<file path="config.mk">
export PLATFORM = sky130hd
export DESIGN_NAME = moon_phase_icon_shader
export DESIGN_NICKNAME = d
export VERILOG_FILES = /design/src/design/mpis_pkg.sv /design/src/design/moon_phase_icon_shader.sv
export SDC_FILE = /design/constraint.sdc
export NUM_CORES = 1
export LEC_CHECK = 0
export ABC_AREA = 1
export BUFFER_PORTS_ARGS = -buffer_cell sky130_fd_sc_hd__clkbuf_2
export CAP_MARGIN = 40
export CORE_ASPECT_RATIO = 1.2
export CORE_MARGIN = 1
export CORE_UTILIZATION = 49
export DETAILED_ROUTE_END_ITERATION = 8
export PLACE_DENSITY = 0.61
export SKIP_CTS_REPAIR_TIMING = 1
export SLEW_MARGIN = 30
export SYNTH_ARGS = -nofsm -noshare
export SYNTH_HDL_FRONTEND = slang
export SYNTH_SLANG_ARGS = --single-unit
</file>
<file path="constraint.sdc">
create_clock -name i_clk -period 35.5 [get_ports i_clk]
set_input_delay 3.55 -clock i_clk [delete_from_list [all_inputs] [get_ports i_clk]]
set_output_delay 3.55 -clock i_clk [all_outputs]
set_load 0.05 [all_outputs]
</file>
<file path="src/design/mpis_pkg.sv">
// ----------------------------------------------------------------------------
// mpis_pkg: moon phase icon shader shared definitions
// Icon geometry, fixed point widths, register indexes and the chord and
// cosine tables used by the shading datapath.
// ----------------------------------------------------------------------------
package mpis_pkg;

    // icon geometry
    localparam int ICON_SIZE = 32;
    localparam int CENTRE_X  = 16;
    localparam int CENTRE_Y  = 14;
    localparam int RADIUS    = 14;
    localparam int FRAC_BITS = 12;
    localparam int MARK_X    = 20;
    localparam int MARK_Y    = 14;

    // port widths
    localparam int COL_W      = 5;
    localparam int ROW_W      = 5;
    localparam int PIX_W      = 8;
    localparam int PHASE_W    = 16;
    localparam int CFG_IDX_W  = 3;
    localparam int CFG_DATA_W = 16;

    // datapath widths
    localparam int CP_W     = FRAC_BITS + 7;          // chord half-width, Q.F
    localparam int CS_W     = FRAC_BITS + 2;          // signed cosine, Q.F
    localparam int S_W      = 2 * FRAC_BITS + 10;     // span sums at scale 2^2F
    localparam int TR_W     = S_W - 2 * FRAC_BITS;    // integer span ends
    localparam int X_W      = FRAC_BITS + 8;          // column compare at scale 2^F
    localparam int CP_IDX_W = (RADIUS > 1) ? $clog2(RADIUS) : 1;
    localparam int ROW_D_W  = ROW_W + 2;

    typedef enum logic [CFG_IDX_W-1:0] {
        CFG_PHASE    = 3'd0,
        CFG_DARK     = 3'd1,
        CFG_CLEAR    = 3'd2,
        CFG_MARK_COL = 3'd3,
        CFG_MARK_EN  = 3'd4
    } t_cfg_idx;

    typedef logic [16:0] t_cos_tab [0:16];
    typedef logic [CP_W-1:0] t_chord_tab [0:RADIUS-1];

    // cos(k*pi/32) in Q16
    localparam t_cos_tab COS_Q16 = '{
        17'd65536, 17'd65220, 17'd64277, 17'd62714, 17'd60547, 17'd57798,
        17'd54491, 17'd50660, 17'd46341, 17'd41576, 17'd36410, 17'd30893,
        17'd25080, 17'd19024, 17'd12785, 17'd6424,  17'd0
    };

    // floor(sqrt((R^2 - i^2) * 2^2F)) for every disc row, built at elaboration
    function automatic t_chord_tab build_chord_tab();
        t_chord_tab          tab;
        longint unsigned     n;
        longint unsigned     r;
        longint unsigned     b;
        for (int i = 0; i < RADIUS; i++) begin
            n = longint'(RADIUS * RADIUS - i * i) << (2 * FRAC_BITS);
            r = 0;
            for (int j = 0; j < 32; j++) begin
                b = 64'd1 << (62 - 2 * j);
                if (n >= r + b) begin
                    n = n - (r + b);
                    r = (r >> 1) + b;
                end else begin
                    r = r >> 1;
                end
            end
            tab[i] = r[CP_W-1:0];
        end
        return tab;
    endfunction

    localparam t_chord_tab CHORD_TAB = build_chord_tab();

endpackage

</file>
<file path="src/design/moon_phase_icon_shader.sv">
// ----------------------------------------------------------------------------
// moon_phase_icon_shader: per-pixel lunar phase shading of a moon icon
// Shades template pixels outside the lit span of each disc row and draws
// the optional mark pixel.
// ----------------------------------------------------------------------------
// Usage:
//   Pixel channel: i_valid/o_ready carry column, row and template value.
//   Result channel: o_valid/i_ready carry the shaded value, one result per
//   pixel, in input order.
//   Config channel: i_cfg_valid/o_cfg_ready write register i_cfg_index
//   (0 phase, 1 dark colour, 2 clear colour, 3 mark colour, 4 mark enable);
//   o_cfg_ready is always high and other indexes are ignored. Write only
//   while no pixel is in flight.
//   Each pixel passes through an input register, then the chord lookup,
//   one cosine-by-chord multiply and the span compares into the result
//   register. One pixel per cycle sustained while the receiver is ready.
//   The cosine for the phase is worked out when the phase is written.
//   Reset clears both pipeline stages and sets the config registers to
//   zero, but for the cosine, which resets to 1.0.
//   When the receiver stalls, the result holds and the input register
//   keeps accepting until it holds an item too.
// ----------------------------------------------------------------------------
module moon_phase_icon_shader (
    input  logic                              i_clk,
    input  logic                              i_rst_n,
    // pixel in
    input  logic                              i_valid,
    output logic                              o_ready,
    input  logic [mpis_pkg::COL_W-1:0]        i_pixel_column,
    input  logic [mpis_pkg::ROW_W-1:0]        i_pixel_row,
    input  logic [mpis_pkg::PIX_W-1:0]        i_template_value,
    // pixel out
    output logic                              o_valid,
    input  logic                              i_ready,
    output logic [mpis_pkg::PIX_W-1:0]        o_shaded_value,
    // config
    input  logic                              i_cfg_valid,
    output logic                              o_cfg_ready,
    input  logic [mpis_pkg::CFG_IDX_W-1:0]    i_cfg_index,
    input  logic [mpis_pkg::CFG_DATA_W-1:0]   i_cfg_data
);

    localparam int F    = mpis_pkg::FRAC_BITS;
    localparam int S_W  = mpis_pkg::S_W;
    localparam int TR_W = mpis_pkg::TR_W;
    localparam int X_W  = mpis_pkg::X_W;
    localparam int CP_W = mpis_pkg::CP_W;
    localparam int CS_W = mpis_pkg::CS_W;

    // config registers
    logic                              r_half;      // phase >= 1/2
    logic signed [CS_W-1:0]            r_cos;
    logic [mpis_pkg::PIX_W-1:0]        r_dark;
    logic [mpis_pkg::PIX_W-1:0]        r_clear;
    logic [mpis_pkg::PIX_W-1:0]        r_mark;
    logic                              r_mark_en;

    // pipeline registers
    logic                              r_s1_valid;
    logic [mpis_pkg::COL_W-1:0]        r_col;
    logic [mpis_pkg::ROW_W-1:0]        r_row;
    logic [mpis_pkg::PIX_W-1:0]        r_tmpl;
    logic                              r_out_valid;
    logic [mpis_pkg::PIX_W-1:0]        r_shaded;
    logic [mpis_pkg::PIX_W-1:0]        n_shaded;

    logic                              s1_advance;
    logic                              in_xfer;
    logic                              cfg_xfer;

    // cosine of the written phase
    logic [1:0]                        cq;
    logic [13:0]                       cu;
    logic [14:0]                       ca;
    logic [3:0]                        ck;
    logic [9:0]                        cf;
    logic [16:0]                       ct0;
    logic [16:0]                       ct1;
    logic [26:0]                       cprod;
    logic [27:0]                       cm;
    logic [27:0]                       cm_sh;
    logic [F:0]                        cmag;
    logic signed [CS_W-1:0]            n_cos;

    // shading datapath
    logic signed [mpis_pkg::ROW_D_W-1:0] d;
    logic signed [mpis_pkg::ROW_D_W-1:0] di;
    logic                              in_disc;
    logic [mpis_pkg::CP_IDX_W-1:0]     cp_idx;
    logic [CP_W-1:0]                   cp;
    logic signed [S_W-1:0]             prod;
    logic signed [S_W-1:0]             cpf;
    logic signed [S_W-1:0]             cx2;
    logic signed [S_W-1:0]             s_l;
    logic signed [S_W-1:0]             s_r;
    logic signed [TR_W-1:0]            lx;
    logic signed [TR_W-1:0]            rx;
    logic signed [TR_W-1:0]            xe;
    logic signed [TR_W:0]              rx_p1;
    logic                              right_ok;
    logic                              shade;
    logic signed [X_W-1:0]             xs;
    logic signed [X_W-1:0]             cxf;
    logic signed [X_W-1:0]             cpx;
    logic                              in_circle;
    logic                              mark_hit;

    function automatic logic signed [TR_W-1:0] trunc2f(input logic signed [S_W-1:0] s);
        logic [S_W-1:0] mag;
        logic [S_W-1:0] q;
        logic [S_W-1:0] res;
        mag = s[S_W-1] ? (~s + 1'b1) : s;
        q   = mag >> (2 * F);
        res = s[S_W-1] ? (~q + 1'b1) : q;
        return $signed(res[TR_W-1:0]);
    endfunction

    // handshakes
    assign s1_advance  = !r_out_valid || i_ready;
    assign o_ready     = !r_s1_valid || s1_advance;
    assign in_xfer     = i_valid && o_ready;
    assign o_cfg_ready = 1'b1;
    assign cfg_xfer    = i_cfg_valid && o_cfg_ready;
    assign o_valid        = r_out_valid;
    assign o_shaded_value = r_shaded;

    // quarter-wave cosine with linear interpolation, rounded to Q.F
    always_comb begin
        cq    = i_cfg_data[15:14];
        cu    = i_cfg_data[13:0];
        ca    = cq[0] ? (15'd16384 - {1'b0, cu}) : {1'b0, cu};
        ck    = ca[13:10];
        cf    = ca[9:0];
        ct0   = mpis_pkg::COS_Q16[{1'b0, ck}];
        ct1   = mpis_pkg::COS_Q16[{1'b0, ck} + 5'd1];
        cprod = 27'(ct0 - ct1) * 27'(cf);
        if (ca[14]) begin
            cm = '0;
        end else begin
            cm = {1'b0, ct0, 10'd0} - {1'b0, cprod};
        end
        cm_sh = (cm + (28'd1 << (25 - F))) >> (26 - F);
        cmag  = cm_sh[F:0];
        if (cq == 2'd1 || cq == 2'd2) begin
            n_cos = -$signed({1'b0, cmag});
        end else begin
            n_cos = $signed({1'b0, cmag});
        end
    end

    always_ff @(posedge i_clk) begin
        if (!i_rst_n) begin
            r_half    <= 1'b0;
            r_cos     <= $signed(CS_W'(1) << F);
            r_dark    <= '0;
            r_clear   <= '0;
            r_mark    <= '0;
            r_mark_en <= 1'b0;
        end else if (cfg_xfer) begin
            unique case (i_cfg_index)
                mpis_pkg::CFG_PHASE: begin
                    r_half <= i_cfg_data[mpis_pkg::PHASE_W-1];
                    r_cos  <= n_cos;
                end
                mpis_pkg::CFG_DARK:     r_dark    <= i_cfg_data[mpis_pkg::PIX_W-1:0];
                mpis_pkg::CFG_CLEAR:    r_clear   <= i_cfg_data[mpis_pkg::PIX_W-1:0];
                mpis_pkg::CFG_MARK_COL: r_mark    <= i_cfg_data[mpis_pkg::PIX_W-1:0];
                mpis_pkg::CFG_MARK_EN:  r_mark_en <= i_cfg_data[0];
                default: ;
            endcase
        end
    end

    // span of the row and the shading decision
    always_comb begin
        d       = $signed({2'b00, r_row}) - $signed(mpis_pkg::ROW_D_W'(mpis_pkg::CENTRE_Y));
        di      = d[mpis_pkg::ROW_D_W-1] ? -d : d;
        in_disc = di < $signed(mpis_pkg::ROW_D_W'(mpis_pkg::RADIUS));
        cp_idx  = in_disc ? di[mpis_pkg::CP_IDX_W-1:0] : '0;
        cp      = mpis_pkg::CHORD_TAB[cp_idx];

        prod = r_cos * $signed({1'b0, cp});
        cpf  = $signed({3'b000, cp, {F{1'b0}}});
        cx2  = $signed(S_W'(mpis_pkg::CENTRE_X) << (2 * F));
        if (!r_half) begin
            s_r = cx2 + cpf;
            s_l = cx2 + prod;
        end else begin
            s_l = cx2 - cpf;
            s_r = cx2 - prod;
        end
        lx = trunc2f(s_l);
        rx = trunc2f(s_r);

        rx_p1    = $signed({rx[TR_W-1], rx}) + $signed((TR_W + 1)'(1));
        right_ok = rx_p1 < $signed((TR_W + 1)'(mpis_pkg::ICON_SIZE));
        xe       = $signed({{(TR_W - mpis_pkg::COL_W){1'b0}}, r_col});

        shade = 1'b0;
        if (in_disc && !lx[TR_W-1] && (lx != '0)
            && ({1'b0, r_col} < (mpis_pkg::COL_W + 1)'(mpis_pkg::ICON_SIZE))) begin
            if (!d[mpis_pkg::ROW_D_W-1]) begin
                shade = (xe < lx) || (right_ok && (xe > rx));
            end else begin
                shade = right_ok && ((xe < lx) || (xe > rx));
            end
        end

        xs        = $signed({{(X_W - mpis_pkg::COL_W - F){1'b0}}, r_col, {F{1'b0}}});
        cxf       = $signed(X_W'(mpis_pkg::CENTRE_X) << F);
        cpx       = $signed({{(X_W - CP_W){1'b0}}, cp});
        in_circle = (xs >= cxf - cpx) && (xs <= cxf + cpx);

        mark_hit = r_mark_en
                   && (r_col == mpis_pkg::COL_W'(mpis_pkg::MARK_X))
                   && (r_row == mpis_pkg::ROW_W'(mpis_pkg::MARK_Y));

        priority if (mark_hit) begin
            n_shaded = r_mark;
        end else if (shade) begin
            n_shaded = in_circle ? r_dark : r_clear;
        end else begin
            n_shaded = r_tmpl;
        end
    end

    // pipeline control
    always_ff @(posedge i_clk) begin
        if (!i_rst_n) begin
            r_s1_valid  <= 1'b0;
            r_out_valid <= 1'b0;
        end else begin
            if (o_ready) begin
                r_s1_valid <= i_valid;
            end
            if (s1_advance) begin
                r_out_valid <= r_s1_valid;
            end
        end
    end

    // pipeline payload
    always_ff @(posedge i_clk) begin
        if (in_xfer) begin
            r_col  <= i_pixel_column;
            r_row  <= i_pixel_row;
            r_tmpl <= i_template_value;
        end
        if (s1_advance && r_s1_valid) begin
            r_shaded <= n_shaded;
        end
    end

endmodule
</file>
==> metrics.txt, run 1 <==
n_diodes 0; via count 22.9k; FILL cells 5057; crit-path max FO 15; sequential fraction of the synthesis area 0.0657; Worst EP arrival 16680 ps; All-Layer GR Usage 0.312; initial DRC count 1426; kind of critical path primary input to flip-flop; Ys Warns 0; clock tree buffer depth 2; row cnt 89; Synth area leaders fa_1, nand2_1, ha_1; port buffer count 51; Worst Path Required 35740 ps; post-place setup slack 18890 ps; worst hold slack 451 ps; Core Area 49400 µm²; Vias/cell 5.36; status complete, no violations; fin cells 4276; commonest cells after routing, fill and taps aside nand2_1, inv_1, nor2_1, fa_1, ha_1; first-pass GRT wire length 123 mm; clock sink count 68; HPWL after detailed placement 66.5 mm; fin nets 4259; gr ovfl total 0; die height 248 µm; placer congestion estimate 0.973; CP max stage delay 550 ps; DR pass1 iterations 7; synth unique cells 66; ANT nets after route 0; total number of H-tree levels 3; Final Cycle Share 0.463; CTS Buf Count 9; Die Span X 207 µm; Final Hold Fails 0; Root Buffer clkbuf_16; initial antenna violation count 0; Routed WL 77.7 mm; mean post-synth cell area 6.80 µm²; Clock Skews 5.48 ps; EDFF count, synth 26; Final Worst Setup Slack 19060 ps; max_slew headroom 0.415; CP max stage cell xnor2_1; Hold Crit Class flip-flop to flip-flop; number of setup violations in the final report 0; largest net degree at the start of global routing 58; Slew @ Worst Pin 868 ps; per-cell routed wire length 18.2 µm; Most used DFF post-synth dfxtp_1; Max-cap violations 0; post-synthesis async set-or-reset flop share 0; Clock Latency Late Sink 350 ps; critical path startpoint category primary input; unrepaired setup endpoints after global routing false; die area 51300 µm²; post-synth top area cell fa_1; Final TNS setup 0 ps; Synth top area share 0.269; pins over their slew limit 0; post-detailed-route DRC marker count 0; most common cell after layout, fill and taps aside nand2_1; Initial Utilization 0.499; Clock Pin Slew Worst Setup and Hold Paths 50 ps; share of cells above drive strength 1 0.0635; vias in the first global route 23.0k; Area Growth Syn to Fin 4.41%; CTS tree yes; Max Freq 0.0608 GHz; DP Cell Count 4259; cell repeated most along the worst path nand2_1; cells after synthesis 3630; I/O pins 53; crit path capture type flip-flop; synthesized cell area 24700 µm²; Yosys reg bits 68; crit path time final 16440 ps
per-stage QoR:
| stage | cell area [µm²] | utilization |
|---|---|---|
| floorplan | 24700 | - |
| global placement | 25500 | 0.515 |
| detailed placement | 25500 | 0.515 |
| CTS | 25800 | 0.521 |
| global route | 25800 | 0.522 |
| finish | 25800 | 0.522 |
synthesized netlist by cell type, types with 5 or more instances:
master / instances
xnor2_1: 21
nand2_1: 867
o21bai_1: 6
nand2_4: 6
clkbuf_1: 49
nand4_1: 67
a21boi_0: 5
nand3b_1: 16
or2_2: 13
buf_2: 5
ha_1: 251
o21ai_1: 15
o211ai_1: 14
nor3_1: 37
xor2_1: 34
edfxtp_1: 26
nor2_1: 463
nor2_2: 14
o21a_1: 5
nor2_4: 7
nand3_2: 19
nand3_1: 197
buf_4: 8
a21oi_1: 123
a21o_1: 5
clkinv_1: 12
o21ai_0: 112
nand3_4: 6
nand2_2: 34
buf_6: 10
inv_2: 30
fa_1: 332
nor4_1: 5
dfxtp_1: 42
and2_1: 7
mux2i_1: 8
inv_1: 715
critical path, delay by kind of cell:
family          cells  cell delay [ps]
compound gates     15             1950
xor+xnor            2              860
fa+ha+maj           8             3390
buf+inv            13             1890
simple gates       34             5000
routing by layer:
| layer | GRT usage | wire, µm | part of all wire | vias to the layer above |
|---|---|---|---|---|
| met5 | 0 | 0 | 0 | - |
| met4 | 0.166 | 4740 | 0.061 | 0 |
| met3 | 0.0196 | 2670 | 0.034 | 175 |
| met2 | 0.571 | 39600 | 0.51 | 586 |
| met1 | 0.362 | 30700 | 0.40 | 11000 |
| li1 | - | - | - | 11200 |
area by class of cell:
type	instances	area [µm²]	share of cell area
Clock buffer	10	229	0.00888
Clock inverter	6	63.8	0.00247
Inverter	758	2850	0.110
Multi-Input combinational cell	2729	19900	0.770
Sequential cell	68	1620	0.0629
Tap cell	637	797	0.0309
Timing Repair Buffer	68	375	0.0146
sequential cells by signal, indices dropped and copies added (netlist names):
signal and count:
r_cos 14, o_shaded_value 8, r_clear 8, r_dark 8, r_mark 8, r_tmpl 8
r_col 5, r_row 5, o_valid 1, r_half 1, r_mark_en 1, r_s1_valid 1
worst paths after layout:
kind | start | endpoint | slack (ps) | cells past startpoint
worst max-delay path | i_cfg_data[0] | r_cos[11] | 19060 | 72
worst min-delay path | r_mark[3] | r_mark[3] | 450 | 2
worst max register to register | r_row[1] | o_shaded_value[0] | 22230 | 64
worst min register to register | r_mark[3] | r_mark[3] | 450 | 2
logic make-up after synthesis:
kind of cell / count (synthesis) / share of synthesized area
AOI/OAI and AO/OA: 313 / 0.0718
other: 1 / 0.000152
muxes: 8 / 0.00324
buffers and inverters: 834 / 0.131
and+or+nand+nor: 1768 / 0.312
adders and majority gates: 583 / 0.396
xor gates and xnor gates: 55 / 0.0195
DFF: 68 / 0.0657
Power of run 1 is left out: the tool's default activity adds up to more than one toggle a clock period on the data nets, which glitch-free logic cannot reach.
==> inputs of run 2 (changes only) <==
Settings changed: ABC_AREA 1 to 0.
Clock period 35.5 ns to 16.7 ns, I/O delays scaled along.
==> metrics.txt, run 2 <==
status complete, no violations; row cnt 87 (-2.2%); multi-input logic area 20000 µm² (+0.69%); first-pass GRT wire length 112 mm (-9.2%); mean post-synth cell area 8.14 µm² (+20%); ANT nets after route 0 (unchanged); gr ovfl total 0 (unchanged); crit path time final 15260 ps; R2R Path End o_shaded_value[2]; synth unique cells 105 (+59%); EDFF count, synth 26 (unchanged); cells after synthesis 2899 (-20%); max reg flops 14 (unchanged); share of cells above drive strength 1 0.0604 (-0.00305); die area 49000 µm² (-4.4%); Die Span X 202 µm (-2.2%); initial antenna violation count 0 (unchanged); vias in the first global route 21.0k (-8.5%); post-detailed-route DRC marker count 0 (unchanged); CP max stage cell nor4_1; Final Worst Setup Slack 1440 ps (-17620 ps); critical path startpoint category primary input; Routed WL 68.6 mm (-12%); Initial Utilization 0.499 (about the same); Finished Cell Area 24900 µm² (-3.6%); Final TNS setup 0 ps (unchanged); port buffer count 51 (unchanged); Ys Warns 0 (unchanged); met3 WL 2.46 mm (-7.9%); total number of H-tree levels 3 (unchanged); unrepaired setup endpoints after global routing false; CP max stage delay 630 ps (+80 ps); sequential fraction of the synthesis area 0.0687 (+0.00308); number of setup violations in the final report 0 (unchanged); All-Layer GR Usage 0.284 (-0.0284); max_slew headroom 0.422 (+0.00707); Slew @ Worst Pin 860 ps (-8.04 ps); synthesized cell area 23600 µm² (-4.5%); CP Capture Point r_cos[11]; placed inst area 24500 µm² (-3.9%); HPWL after detailed placement 56.9 mm (-14%); FF-to-FF Start r_row[0]; Hold Crit Class flip-flop to flip-flop; max layer used met4; most common cell after layout, fill and taps aside inv_1; r2r setup slk 1720 ps (-20510 ps); commonest cells after routing, fill and taps aside inv_1, nand2_1, fa_1, ha_1, nor2_1; Synth area leaders fa_1, ha_1, inv_1; per-cell routed wire length 19.5 µm (+7.3%); Clock Pin Slew Worst Setup and Hold Paths 60 ps (about the same); Worst Reg-to-Reg Cells 48 (-25%); Largest Register r_cos; min-delay src r_clear[0]; Max-cap violations 0 (unchanged); Critical Path Start i_cfg_data[0]; crit-path max FO 20 (+5); die height 242 µm (-2.2%); Clock Skews 6.18 ps (+0.704 ps); post-synth top area cell fa_1; pins over their slew limit 0 (unchanged); Core Area 47200 µm² (-4.4%); Final Hold Fails 0 (unchanged); Clock Latency Late Sink 350 ps (about the same); cell repeated most along the worst path a21oi_1; placer congestion estimate 0.934 (-4.1%); Root Buffer clkbuf_16; initial DRC count 1353 (-5.1%); Synth top area share 0.282 (+0.0126); I/O pins 53 (unchanged); WL met2 36.0 mm (-8.9%); post-synthesis async set-or-reset flop share 0 (unchanged); Worst EP arrival 15500 ps (-1180 ps); Area Growth Syn to Fin 5.36%; Vias/cell 5.78 (+7.8%); via count 20.3k (-11%); register area 1620 µm² (about the same); Worst Path Required 16940 ps (-18800 ps); Yosys reg bits 68 (unchanged); met1 wire length 27.7 mm (-9.8%); post-place setup slack 1240 ps (-17650 ps); Max Freq 0.0655 GHz; FILL cells 4647 (-8.1%); CTS tree yes; hold path depth 2 (unchanged); n_diodes 0 (unchanged); DR pass1 iterations 5 (-2); crit path capture type flip-flop; top post-synthesis cells by count inv_1, nand2_1, fa_1; largest net degree at the start of global routing 46 (-21%); fin nets 3516 (-17%); clock tree buffer depth 2 (unchanged); CTS Buf Count 9 (unchanged); Most used DFF post-synth dfxtp_1; clock sink count 68 (unchanged); cell with the most instances after synthesis inv_1; kind of critical path primary input to flip-flop; Final Cycle Share 0.914
==> run 2: cell types whose count changed after synthesis, moves of 27 or more <==
cell | before | now
inv_1 | 715 | 419
nor2_1 | 463 | 244
clkbuf_1 | 49 | 100
nand3_1 | 197 | 47
nor3_1 | 37 | 65
a21boi_0 | 5 | 34
nand2_1 | 867 | 349
a211oi_1 | 2 | 29
inv_2 | 30 | 0
nor2b_1 | 0 | 30
xnor2_1 | 21 | 89
nand2_2 | 34 | 0
and2_1 | 7 | 129
nand4_1 | 67 | 22
==> run 2: how the worst min path moves through the flow <==
| stage | endpoint | slack (ps) |
|---|---|---|
| finish | r_clear[0] | 460 |
| CTS | r_clear[0] | 460 |
| detailed placement | r_clear[0] | 460 |
| floorplan | r_dark[7] | 440 |
| global route | r_clear[6] | 490 |
| global placement | r_clear[4] | 450 |
==> run 2: per-layer routing <==
metal  up-vias  track usage
met2       526        0.529
met3       129       0.0190
met1     10100        0.339
li1       9625            -
met5         -            0
met4         0        0.104
==> run 2: layout make-up <==
cell class | instances | share of cell area
Tap cell | 623 | 0.0314
Clock buffer | 10 | 0.00961
Inverter | 422 | 0.0637
Multi-Input combinational cell | 2295 | 0.804
Timing Repair Buffer | 95 | 0.0233
Sequential cell | 68 | 0.0652
Clock inverter | 6 | 0.00257
==> run 2: cells by family (layout without fill, tap and decap cells) <==
logic type	Yosys count	count (layout)	synth area share
AO/OA/AOI/OAI	517	517	0.155
multiplexers	32	32	0.0149
flip-flops	68	68	0.0687
AND/OR/NAND/NOR	1023	1023	0.207
buffers and inverters	537	533	0.0866
XOR/XNOR	138	138	0.0525
other	1	2	0.000159
adder cells (fa/ha/maj)	583	583	0.415
==> run 2: worst max-delay path: cells and delay by family <==
| kind | cells | cell delay [ps] |
|---|---|---|
| xor gates and xnor gates | 2 | 1130 |
| buffers and inverters | 6 | 1050 |
| and+or+nand+nor | 12 | 2680 |
| AOI/OAI and AO/OA | 24 | 4530 |
| adders and majority gates | 10 | 4450 |
==> run 2: through the flow <==
step | utilization | hold slack (ps) | std cells
4_1_cts | 0.525 | 465 | 3512
2_1_floorplan | - | 440 | 2900
6_report | 0.526 | 464 | 3519
5_1_grt | 0.526 | 495 | 3519
3_3_place_gp | 0.518 | 451 | 3491
3_5_place_dp | 0.519 | 457 | 3496
Power of run 2 is left out for the same reason.
==> inputs of run 3 (changes only) <==
==> constraint.sdc (replaced) <==
create_clock -name i_clk -period 16.7 [get_ports i_clk]
set_input_delay 0.835 -clock i_clk [delete_from_list [all_inputs] [get_ports i_clk]]
set_output_delay 0.835 -clock i_clk [all_outputs]
set_load 0.05 [all_outputs]
==> metrics.txt, run 3 (synthesized netlist as in run 2, its figures left out) <==
status complete, no violations; die height 242 µm (unchanged); Final TNS setup 0 ps (unchanged); via count 20.4k (+0.20%); max_slew headroom 0.404 (-0.0185); die area 49000 µm² (unchanged); fin nets 3511 (-0.14%); Final Hold Fails 0 (unchanged); clock tree buffer depth 2 (unchanged); unrepaired setup endpoints after global routing false; port buffer count 51 (unchanged); number of setup violations in the final report 0 (unchanged); Worst EP arrival 15390 ps (-110 ps); CP top delay family adder cells; placer congestion estimate 0.961 (+3.0%); Area Growth Syn to Fin 5.50%; HPWL after detailed placement 57.0 mm (+0.17%); first-pass GRT wire length 112 mm (+0.16%); commonest cells after routing, fill and taps aside inv_1, nand2_1, fa_1, ha_1, nor2_1; Clock Latency Late Sink 360 ps (about the same); Largest Register r_cos; critical path startpoint category flip-flop; initial antenna violation count 1 (+1); pins over their slew limit 0 (unchanged); Max Freq 0.0656 GHz (+0.12%); ANT nets after route 0 (unchanged); clock sink count 68 (unchanged); Root Buffer clkbuf_16; CP max stage cell or4b_2; most common cell after layout, fill and taps aside inv_1; WP buf/inv 7 (+1); Clock Pin Slew Worst Setup and Hold Paths 60 ps (about the same); per-cell routed wire length 19.5 µm (+0.30%); Clock Skews 8.45 ps (+2.27 ps); Max-cap violations 0 (unchanged); max reg flops 14 (unchanged); Core Area 47200 µm² (unchanged); CP max stage delay 660 ps (+30 ps); post-detailed-route DRC marker count 0 (unchanged); crit-path max FO 20 (unchanged); n_diodes 0 (unchanged); total number of H-tree levels 3 (unchanged); Slew @ Worst Pin 888 ps (+28.0 ps); largest net degree at the start of global routing 46 (unchanged); Final Cycle Share 0.913 (-0.00109); CTS tree yes; share of cells above drive strength 1 0.0591 (-0.00128); DP Cell Count 3493 (-0.086%); crit path time final 15240 ps (-18.3 ps); fin cells 3514 (-0.14%); Vias/cell 5.80 (+0.34%); row cnt 87 (unchanged); Finished Core Util 0.527 (+0.000688); CTS Buf Count 9 (unchanged); Worst Path Required 16850 ps (-90 ps); initial DRC count 1096 (-19%); gr ovfl total 0 (unchanged); crit path capture type flip-flop; kind of critical path flip-flop to flip-flop; Routed WL 68.7 mm (+0.16%); vias in the first global route 21.1k (+0.58%); All-Layer GR Usage 0.285 (+0.00120); Initial Utilization 0.499 (unchanged); Die Span X 202 µm (unchanged); I/O pins 53 (unchanged); DR pass1 iterations 5 (unchanged); Hold Crit Class flip-flop to flip-flop
run 3: cell type report:
type / count / area, µm²
Sequential cell: 68 / 1620
Inverter: 422 / 1580
Clock inverter: 5 / 82.6
Multi-Input combinational cell: 2295 / 20000
Timing Repair Buffer: 90 / 568
Fill cell: 4606 / 22400
Tap cell: 623 / 779
Clock buffer: 11 / 254
run 3: tightest hold or removal path: cells and delay by family, from the launching register on:
kind / cells / cell delay [ps]
flip-flops: 1 / 310
AO/OA/AOI/OAI: 1 / 60
AND/OR/NAND/NOR: 1 / 50
run 3: metrics by stage:
stage          worst slack [ps]  instance area [µm²]  hold slack, ps
6_report                   1460                24900             464
5_1_grt                     648                24900             484
4_1_cts                    1660                24800             471
3_5_place_dp               1740                24500             463
3_3_place_gp               2030                24400             453
2_1_floorplan              3440                23600             440
run 3: path summary, 6_finish.rpt:
kind	slack, ps	depth (start not counted)	start	end
worst max-delay path	1460	48	r_row[0]	o_shaded_value[3]
worst max register to register	1460	48	r_row[0]	o_shaded_value[3]
worst min-delay path	460	2	r_dark[1]	r_dark[1]
worst min register to register	460	2	r_dark[1]	r_dark[1]
run 3: metal layers:
layer,global-route usage,routed length [µm],vias up
met2,0.529,36100,458
li1,-,-,9614
met3,0.0183,2100,140
met4,0.109,2560,2
met5,0,13,-
met1,0.341,27900,10200
Power of run 3 is left out for the same reason.
